## config.mk

```make
export PLATFORM = sky130hd
export DESIGN_NAME = wvqe_ctrl
export DESIGN_NICKNAME = d
export VERILOG_FILES = /design/src/rtl/core/wvqe_pkg.sv /design/src/rtl/core/wvqe_ctrl.sv
export SDC_FILE = /design/constraint.sdc
export NUM_CORES = 1
export LEC_CHECK = 0
export ABC_AREA = 1
export BUFFER_PORTS_ARGS = -buffer_cell sky130_fd_sc_hd__buf_2
export CORE_MARGIN = 4
export CORE_UTILIZATION = 45
export CTS_CLUSTER_DIAMETER = 40
export DETAILED_ROUTE_END_ITERATION = 8
export HOLD_SLACK_MARGIN = 0.1
export PLACE_DENSITY_LB_ADDON = 0.3
export SLEW_MARGIN = 20
export SYNTH_ARGS = -nofsm -noshare
export SYNTH_HDL_FRONTEND = slang
export SYNTH_SLANG_ARGS = --single-unit
export TNS_END_PERCENT = 10
```

## constraint.sdc

```tcl
create_clock -name clk -period 4 [get_ports clk]
set_clock_uncertainty 0.1 [all_clocks]
set_input_delay 0.6 -clock clk [delete_from_list [all_inputs] [get_ports clk]]
set_output_delay 0.6 -clock clk [all_outputs]
set_load 0.01 [all_outputs]
```

## src/rtl/core/wvqe_pkg.sv

```systemverilog
// Shared constants, types and command structs of the windowed variance quote engine.
package wvqe_pkg;

	localparam int WINDOW_MAX = 1024;
	localparam int SLOT_W     = $clog2(WINDOW_MAX);
	localparam int CNT_W      = SLOT_W + 1;

	localparam int PRICE_W  = 24;
	localparam int POS_W    = 16;
	localparam int HOR_W    = 24;
	localparam int GAMMA_W  = 24;
	localparam int BASE_W   = 24;
	localparam int RES_W    = 32;
	localparam int SPREAD_W = 24;
	localparam int VOL_W    = 24;

	localparam int SUM_W  = PRICE_W + SLOT_W;
	localparam int SQ_W   = 2 * PRICE_W + SLOT_W;
	localparam int NUM_W  = SQ_W + CNT_W;
	localparam int DEN_W  = 2 * SLOT_W;
	localparam int VAR_W  = 2 * PRICE_W;
	localparam int ROOT_W = VAR_W / 2;
	localparam int SREM_W = ROOT_W + 1;
	localparam int GH_W   = GAMMA_W + HOR_W;
	localparam int P_W    = GH_W + VAR_W;

	localparam int MA_W      = P_W;
	localparam int MB_W      = GH_W;
	localparam int MACC_W    = P_W + POS_W;
	localparam int DIGIT_W   = 8;
	localparam int MUL_STEPS = MB_W / DIGIT_W;
	localparam int DIV_STEPS = NUM_W;
	localparam int SQRT_STEPS = VAR_W / 2;
	localparam int STEP_W    = $clog2(DIV_STEPS);

	localparam int FRAC_SHIFT = 36;
	localparam int MAG_W      = 35;
	localparam logic [MAG_W-1:0] MAG_CLAMP = MAG_W'(64'h4_0000_0000);
	localparam logic [VAR_W-1:0] VAR_FLOOR = VAR_W'(1678);

	// reservation price before saturation and its int32 limits
	localparam int RS_W = MAG_W + 2;
	localparam logic signed [RS_W-1:0] RS_MAX = RS_W'(64'sd2147483647);
	localparam logic signed [RS_W-1:0] RS_MIN = -RS_W'(64'sd2147483648);

	// floor(mid / 200) = floor(floor(mid / 8) / 25), the last by reciprocal
	localparam int CAP_PRE   = 3;
	localparam int CAP_X_W   = PRICE_W - CAP_PRE;
	localparam int CAP_M_W   = 22;
	localparam int CAP_SHIFT = 26;
	localparam logic [CAP_M_W-1:0] CAP_RECIP = CAP_M_W'(2684355);
	localparam int CAP_W     = CAP_X_W + CAP_M_W - CAP_SHIFT;

	localparam int CFG_IDX_W  = 2;
	localparam int CFG_DATA_W = 24;
	localparam logic [CFG_IDX_W-1:0] REG_WINDOW_LENGTH = 2'd0;
	localparam logic [CFG_IDX_W-1:0] REG_RISK_AVERSION = 2'd1;
	localparam logic [CFG_IDX_W-1:0] REG_SPREAD_BASE   = 2'd2;

	localparam logic [CNT_W-1:0]   WLEN_RESET  = CNT_W'(100);
	localparam logic [GAMMA_W-1:0] GAMMA_RESET = GAMMA_W'(6554);
	localparam logic [BASE_W-1:0]  BASE_RESET  = BASE_W'(41);

	typedef enum logic [3:0] {
		ST_IDLE,
		ST_SQUARE,
		ST_UPDATE,
		ST_MLOAD,
		ST_MRUN,
		ST_MSTORE,
		ST_DLOAD,
		ST_DRUN,
		ST_SLOAD,
		ST_SRUN,
		ST_FINISH
	} qe_state_t;

	typedef enum logic [2:0] {
		MUL_NQ,
		MUL_SS,
		MUL_DEN,
		MUL_GH,
		MUL_GHV,
		MUL_POS
	} mul_op_t;

	typedef struct packed {
		logic    accept;
		logic    square;
		logic    update;
		logic    mul_load;
		logic    mul_step;
		logic    mul_store;
		mul_op_t mul_op;
		logic    div_load;
		logic    div_step;
		logic    sqrt_load;
		logic    sqrt_step;
		logic    out_load;
	} qe_cmd_t;

	typedef struct packed {
		logic out_pending;
	} qe_status_t;

endpackage

```

## src/rtl/core/wvqe_ctrl.sv

```systemverilog
// Sequencer of the quote engine: walks one tick through update, multiplies, divide and root.
module wvqe_ctrl import wvqe_pkg::*; (
	input  logic       clk,
	input  logic       arst_n,
	input  logic       in_valid,
	output logic       in_ready,
	input  qe_status_t status,
	output qe_cmd_t    cmd
);

	qe_state_t         state_q, state_d;
	mul_op_t           op_q, op_d;
	logic [STEP_W-1:0] step_q, step_d;

	always_ff @(posedge clk or negedge arst_n) begin
		if (!arst_n) begin
			state_q <= ST_IDLE;
			op_q    <= MUL_NQ;
			step_q  <= '0;
		end else begin
			state_q <= state_d;
			op_q    <= op_d;
			step_q  <= step_d;
		end
	end

	always_comb begin
		state_d  = state_q;
		op_d     = op_q;
		step_d   = step_q;
		cmd      = '0;
		cmd.mul_op = op_q;
		in_ready = 1'b0;
		unique case (state_q)
			ST_IDLE: begin
				in_ready = 1'b1;
				if (in_valid) begin
					cmd.accept = 1'b1;
					state_d    = ST_SQUARE;
				end
			end
			ST_SQUARE: begin
				cmd.square = 1'b1;
				state_d    = ST_UPDATE;
			end
			ST_UPDATE: begin
				cmd.update = 1'b1;
				op_d       = MUL_NQ;
				state_d    = ST_MLOAD;
			end
			ST_MLOAD: begin
				cmd.mul_load = 1'b1;
				step_d       = '0;
				state_d      = ST_MRUN;
			end
			ST_MRUN: begin
				cmd.mul_step = 1'b1;
				if (step_q == STEP_W'(MUL_STEPS - 1)) begin
					step_d  = '0;
					state_d = ST_MSTORE;
				end else begin
					step_d = step_q + 1'b1;
				end
			end
			ST_MSTORE: begin
				cmd.mul_store = 1'b1;
				unique case (op_q)
					MUL_NQ: begin
						op_d    = MUL_SS;
						state_d = ST_MLOAD;
					end
					MUL_SS: begin
						op_d    = MUL_DEN;
						state_d = ST_MLOAD;
					end
					MUL_DEN: state_d = ST_DLOAD;
					MUL_GH: begin
						op_d    = MUL_GHV;
						state_d = ST_MLOAD;
					end
					MUL_GHV: begin
						op_d    = MUL_POS;
						state_d = ST_MLOAD;
					end
					MUL_POS: state_d = ST_FINISH;
					default: state_d = ST_FINISH;
				endcase
			end
			ST_DLOAD: begin
				cmd.div_load = 1'b1;
				step_d       = '0;
				state_d      = ST_DRUN;
			end
			ST_DRUN: begin
				cmd.div_step = 1'b1;
				if (step_q == STEP_W'(DIV_STEPS - 1)) begin
					step_d  = '0;
					state_d = ST_SLOAD;
				end else begin
					step_d = step_q + 1'b1;
				end
			end
			ST_SLOAD: begin
				cmd.sqrt_load = 1'b1;
				step_d        = '0;
				state_d       = ST_SRUN;
			end
			ST_SRUN: begin
				cmd.sqrt_step = 1'b1;
				if (step_q == STEP_W'(SQRT_STEPS - 1)) begin
					step_d  = '0;
					op_d    = MUL_GH;
					state_d = ST_MLOAD;
				end else begin
					step_d = step_q + 1'b1;
				end
			end
			ST_FINISH: begin
				// hold until the output register is free
				if (!status.out_pending) begin
					cmd.out_load = 1'b1;
					state_d      = ST_IDLE;
				end
			end
			default: state_d = ST_IDLE;
		endcase
	end

endmodule

```

* Yosys cells after proc, flatten, opt, wreduce, memory -nomap -nowiden *
Index checks and enable logic that the tools add are counted.

cells by class
  mux-type cells = 28
  reduce and logical (&&, ||, !) cells = 8
  equality and inequality tests = 23
  $add $sub $neg = 1

operators with widths
  kind                                            number
  one-hot mux 4 bit (11 select lines)             1
  one-hot mux 7 bit (4 select lines)              1
  two-way mux 7 bit                               3
  two-way mux 4 bit                               5
  == test 4 x 3 -> 1 bit (second input constant)  4
  two-way mux 1 bit                               14
  == test 4 bit (second input constant)           3
  one-hot mux 3 bit (4 select lines)              1
  inequality test 2 bit (second input constant)   5
  one-hot mux 3 bit (3 select lines)              1
  == test 4 x 2 -> 1 bit (second input constant)  2
  one-hot mux 4 bit (2 select lines)              1
  adder 7 x 1 -> 7 bit (second input constant)    1
  == test 7 x 3 -> 1 bit (second input constant)  1
  == test 7 x 5 -> 1 bit (second input constant)  1
  == test 7 bit (second input constant)           1
  == test 3 x 2 -> 1 bit (second input constant)  2
  inequality test 5 bit (second input constant)   1
  AND reduction 5 bit                             1
  == test 4 x 1 -> 1 bit (second input constant)  1
  logical NOT 4 bit                               1
  nonzero test 4 bit                              1
  OR reduction 4 bit                              1
  == test 3 x 1 -> 1 bit (second input constant)  1
  6 further kinds                                 6

storage, ports and cells
  word-level logic and storage cells = 63
  input bits = 4
  register bits after elaboration = 14

* Logic depth before layout (Yosys ltp) *
Gate-level depths: netlist of run 1.

  word-level depth = 4
  depth in mapped cells = 10

* Worst setup path after synthesis of run 1 *
No wires, ideal clock.

  path type = input to output
  start = in in_valid
  end = out cmd[13] in the netlist's numbering
  data arrival time = 939 ps
  data required time = 3,300 ps
  stages = 2
  path buffers = 0
  slack = 2,361 ps
  path through = inv_1 > nor3_1

RTL lines
  item         line            source
  from (decl)  wvqe_ctrl.sv:5  input logic in_valid,
  to (decl)    wvqe_ctrl.sv:8  output qe_cmd_t cmd

==> out/results.tsv, run 1 <==
stage	metric	value	unit
layout	Synth-to-Final Area Change	13.69	%
status	status	complete, no violations	
pwr	P_leak	0.7466	nW
synthesis	Syn. warnings	0	
global_route	Total Routing Usage GR	17.90	%
synthesis	sequential area share after synthesis	30.17	%
sta	RSZ-0062 raised after global routing	no	
synthesis	Synthesized Nets	192	
synthesis	Seq cells post-synth	14	
sta	max-slew violation count	0	
detailed_routing	Vias	1176	
setup_path	Critical Path Sink Type	output pin	
clock_network	root buf cell	clkbuf_4	
layout	fin util	53.28	%
place	routability cong.	0.9187	
sta	# setup viols final	0	
clock_network	clk buf depth	2	
floorplanning	# IOs	19	
layout	fraction of layout cells with a size suffix above 1	19.42	%
clock_network	CTS H-tree lvls	1	
sta	Fmax	479.9	MHz
synthesis	post-synth top area cell	dfrtp_1	
global_route	initial antenna violation count	0	
setup_path	crit start category	flip-flop	
setup_path	cell with the most instances on the worst path	inv_1	
floorplanning	core area	2477	um2
clock_network	Hold Buf Count CTS	0	
detailed_routing	final WL	2761	um
synthesis	Syn Area/Cell	6.276	um2
place	Placed Instances	232	
clock_network	Clock Sinks	14	
clock_network	post-CTS sizing	0	
detailed_routing	Routed Antenna Nets	0	
floorplanning	die area	3457	um2
setup_path	CP cell instances	inv_1 -> nor2_1 -> nand2_1 -> inv_1 -> buf_2	
pwr	Pwr Density	190.2	nW/um2
detailed_routing	Pre-antenna DRT Iters	4	
global_route	grt ovf	0	
place	post-DP HPWL	2215	um
floorplanning	Die Wd	58.80	um
detailed_routing	Iter 0 DRT Violations	43	
floorplanning	initial core utilization	46.87	%
setup_path	Critical Path Max Stage Delay	0.40	ns
layout	most common cell after layout, fill and taps aside	nand2_1	
layout	Post-Layout Cell Count	236	
hold_path	Min-Delay Path Class	input pin to asynchronous set/reset pin	
floorplanning	row count	18	
clock_network	CTS tree	done	
setup_path	CP Max Fanout	4	
setup_path	arrival time at the worst endpoint	1.38	ns
synthesis	Syn Inst Count	185	
setup_path	worst r2r path cells	9	
run	Max Cap Viol	0	
floorplanning	die height	58.80	um
place	Area after DPL	1284	um2
global_route	first-pass GRT wire length	4802	um
global_route	pin count of the biggest net entering global routing	15	
sta	post-layout min period	2.084	ns
synthesis	post-synth top area share	30.17	%
pwr	Max VDD drop	0.1888	mV
setup_path	Crit Path Class	flip-flop to output pin	
detailed_routing	DR vias/cell	4.983	
synthesis	cell area after synthesis	1161	um2
clock_network	Worst-Skew Late Latency	0.29	ns
setup_path	Crit path required time	3.30	ns
sta	WHS	0.09847	ns
clock_network	clock slew at reported path FFs	0.09	ns
synthesis	synth top area cells	dfrtp_1, nand2_1, nor2_1, nand3_1, inv_1	
synthesis	Netlist cell types	21	
sta	Worst Max-Slew Pin Slew	0.3429	ns
sta	TNS Setup	0	ns
layout	Nets	214	
global_route	number of global-route vias before repair	1111	
clock_network	Setup Fix Bufs, Post-CTS	0	
layout	ANT cells	0	
layout	most frequent cells in the layout	nand2_1, nor2_1, inv_1	
setup_path	slowest CP cell	dfrtp_1	
sta	final hold vios	0	
layout	Finished Cell Area	1320	um2
sta	relative slew slack	77.14	%
clock_network	CTS buffer count	3	
sta	Final period util	52.10	%
place	I/O Buffers	18	
detailed_routing	drt drc	0	
detailed_routing	wire per inst	11.70	um
## registers in the layout, summed over array words and instances (netlist names)
name     flops
step_q       7
state_q      4
op_q         3
## kinds of logic (layout without fill, tap and decap cells)
| kind of cell | Yosys count | count (layout) | share of synthesized area, % |
|---|---|---|---|
| AND/OR/NAND/NOR | 127 | 127 | 50.75 |
| buffers and inverters | 29 | 50 | 9.482 |
| AO/OA/AOI/OAI | 12 | 12 | 6.358 |
| adder cells (fa/ha/maj) | 3 | 3 | 3.233 |
| flip-flops | 14 | 14 | 30.17 |
## metrics by stage
stage | setup slack [ns] | total power, W
final | 1.916 | 0.0002511
after global routing | 1.822 | 0.0002617
after CTS | 1.928 | 0.0002550
after detailed placement | 2.250 | 0.0001490
after global placement | 2.285 | 0.0001489
after floorplan | 2.361 | 0.0001446
## worst paths after layout
check                                  startpoint                endpoint  slack [ns]
max                        state_q[3]$_DFFE_PN0P_                  cmd[2]        1.92
min                                        arst_n   step_q[6]$_DFFE_PN0P_         0.1
max reg2reg                 step_q[0]$_DFFE_PN0P_   step_q[6]$_DFFE_PN0P_        2.27
min reg2reg                state_q[3]$_DFFE_PN0P_  state_q[3]$_DFFE_PN0P_        0.44
max in group asynchronous                  arst_n     op_q[1]$_DFFE_PN0P_        3.44
min in group clk           state_q[3]$_DFFE_PN0P_  state_q[3]$_DFFE_PN0P_        0.44
## per-layer routing
| metal | share of wire, % | vias to the layer above | track usage, % |
|---|---|---|---|
| li1 | - | 621 | - |
| met1 | 49 | 527 | 24.25 |
| met2 | 45 | 26 | 27.60 |
| met3 | 5.6 | 2 | 4.825 |
| met4 | 0.83 | 0 | 5.825 |
| met5 | 0 | - | 0 |
## cells in the mapped netlist (all sizes together)
master and count:
nand2 64, nor2 34, inv 28, nand3 21, dfrtp 14, o21ai 7
a21oi 4, ha 3, nand4 3, nor3 3, nand3b 2, buf 1
o31ai 1
## where the power goes
part / total, W / internal (W) / switching, W / leakage, nW
registers: 0.000141 / 0.000141 / 0 / 0.160
logic: 0.00000463 / 0.00000112 / 0.00000350 / 0.566
clock network: 0.000105 / 0.0000554 / 0.0000496 / 0.0210
## layout make-up
class                   count  area (um2)
inverters                  28       105.1
clock buffers               4       36.28
multi-input cells         142       700.7
fillers                   268        1157
repair buffers             18       90.09
flip-flops and latches     14       350.3
well taps                  30       37.54
## worst max-delay path: cells and delay by family, from the launching register on
| family | cells | cell delay (ns) |
|---|---|---|
| buf+inv | 3 | 0.32 |
| flops | 1 | 0.40 |
| simple gates | 2 | 0.37 |
No activity file was read; power rests on OpenSTA's default activity.
==> inputs of run 2 (changes only) <==
clock period = 1.85 ns   (was 4 ns; I/O delays follow)
==> out/results.tsv, run 2 (synthesis gave the netlist of run 1 again) <==
stage	metric	value	unit
layout	fraction of layout cells with a size suffix above 1	19.42	%
clock_network	Clock Sinks	14	
sta	relative slew slack	78.41	%
detailed_routing	wire per inst	11.11	um
sta	max-slew violation count	0	
sta	TNS Setup	0	ns
sta	# setup viols final	0	
layout	Synth-to-Final Area Change	13.58	%
detailed_routing	final WL	2621	um
clock_network	root buf cell	clkbuf_4	
global_route	number of global-route vias before repair	990	
status	status	complete, no violations	
setup_path	Crit path required time	1.47	ns
run	Max Cap Viol	0	
layout	ANT cells	0	
setup_path	arrival time at the worst endpoint	1.34	ns
sta	post-layout min period	1.714	ns
sta	Final Worst Setup Slack	0.1358	ns
floorplanning	die area	3457	um2
floorplanning	row count	18	
layout	top flop regs	step_q (7), state_q (4), op_q (3)	
setup_path	Critical Path Sink Type	output pin	
setup_path	Crit Path Class	flip-flop to output pin	
detailed_routing	Iter 0 DRT Violations	67	
setup_path	Crit Reg-Reg Startpoint	step_q[0]$_DFFE_PN0P_	
floorplanning	Die Wd	58.80	um
pwr	P_leak	0.7435	nW
detailed_routing	Pre-antenna DRT Iters	4	
detailed_routing	DR vias/cell	5.072	
floorplanning	initial core utilization	46.87	%
sta	Fmax	583.4	MHz
clock_network	CTS tree	done	
global_route	pin count of the biggest net entering global routing	15	
global_route	grt ovf	0	
pwr	Pwr Density	372.6	nW/um2
detailed_routing	Vias	1197	
sta	Final period util	92.66	%
layout	most common cell after layout, fill and taps aside	nand2_1	
setup_path	crit start category	flip-flop	
layout	most frequent cells in the layout	nand2_1, nor2_1, inv_1	
floorplanning	die height	58.80	um
clock_network	clk buf depth	2	
clock_network	CTS H-tree lvls	1	
floorplanning	core area	2477	um2
clock_network	CTS buffer count	3	
place	post-DP HPWL	2119	um
sta	RSZ-0062 raised after global routing	no	
layout	Nets	215	
setup_path	CP Max Fanout	7	
global_route	initial antenna violation count	0	
floorplanning	# IOs	19	
setup_path	Critical Path Source	state_q[3]$_DFFE_PN0P_	
detailed_routing	Routed Antenna Nets	0	
hold_path	Min-Delay Path Class	input pin to asynchronous set/reset pin	
place	Placement Setup Slack	0.2174	ns
place	routability cong.	0.9158	
layout	max FFs per register	7	
sta	Worst Max-Slew Pin Slew	0.3238	ns
layout	Largest Register	step_q	
detailed_routing	drt drc	0	
clock_network	Setup Fix Bufs, Post-CTS	0	
sta	WHS	0.3200	ns
pwr	Max VDD drop	0.3752	mV
global_route	first-pass GRT wire length	4360	um
clock_network	clock slew at reported path FFs	0.09	ns
clock_network	Worst-Skew Late Latency	0.28	ns
sta	final hold vios	0	
global_route	Total Routing Usage GR	16.04	%
place	I/O Buffers	18	
## run 2: critical path, cell delays in order (launching register included)
cell     delay, ns
dfrtp_1       0.42
inv_1         0.15
nand2_4       0.11
nor2_4        0.21
buf_2         0.16
## run 2: final cells by class
class | count | area [um2]
inverter | 28 | 105.1
timing repair buffer | 19 | 100.1
fill | 262 | 1159
sequential | 14 | 350.3
clock buffer | 3 | 22.52
multi-input combinational | 142 | 703.2
tap | 30 | 37.54
## run 2: layer usage
metal  global-route usage, %  up-vias  part of all wire (%)
met5                       0        -                     0
met4                   4.854        0                   1.3
met2                   22.71       46                    41
met1                   24.42      524                    50
li1                        -      623                     -
met3                   3.070        4                   8.2
## run 2: final timing paths
check                                         end  slack, ns  depth (start not counted)
max in group asynchronous   step_q[4]$_DFFE_PN0P_       1.08                          2
min reg2reg                state_q[3]$_DFFE_PN0P_       0.44                          2
min                        state_q[3]$_DFFE_PN0P_       0.32                          2
min in group clk           state_q[0]$_DFFE_PN0P_       0.36                          6
max                                        cmd[8]       0.14                          4
max reg2reg                 step_q[1]$_DFFE_PN0P_       0.21                          9
## run 2: power breakdown
part / internal (W) / switching (W)
Clock: 0.0000753 / 0.0000991
Sequential: 0.000306 / 0
Combinational: 0.00000380 / 0.00000743
## run 2: repair_timing
action,in CTS,in global routing
endpoints found under the hold margin,14,0
hold buffers,1,0
gates resized for setup,0,1
endpoints found under the setup margin,0,1
## run 2: per-stage QoR
stage | total power [W] | std cells | util [%] | instance area, um2
2_1_floorplan | 0.0003126 | 185 | - | 1161
3_3_place_gp | 0.0003219 | 232 | 51.82 | 1284
3_5_place_dp | 0.0003222 | 232 | 51.82 | 1284
4_1_cts | 0.0004969 | 236 | 53.13 | 1316
5_1_grt | 0.0005178 | 236 | 53.23 | 1319
6_report | 0.0004914 | 236 | 53.23 | 1319
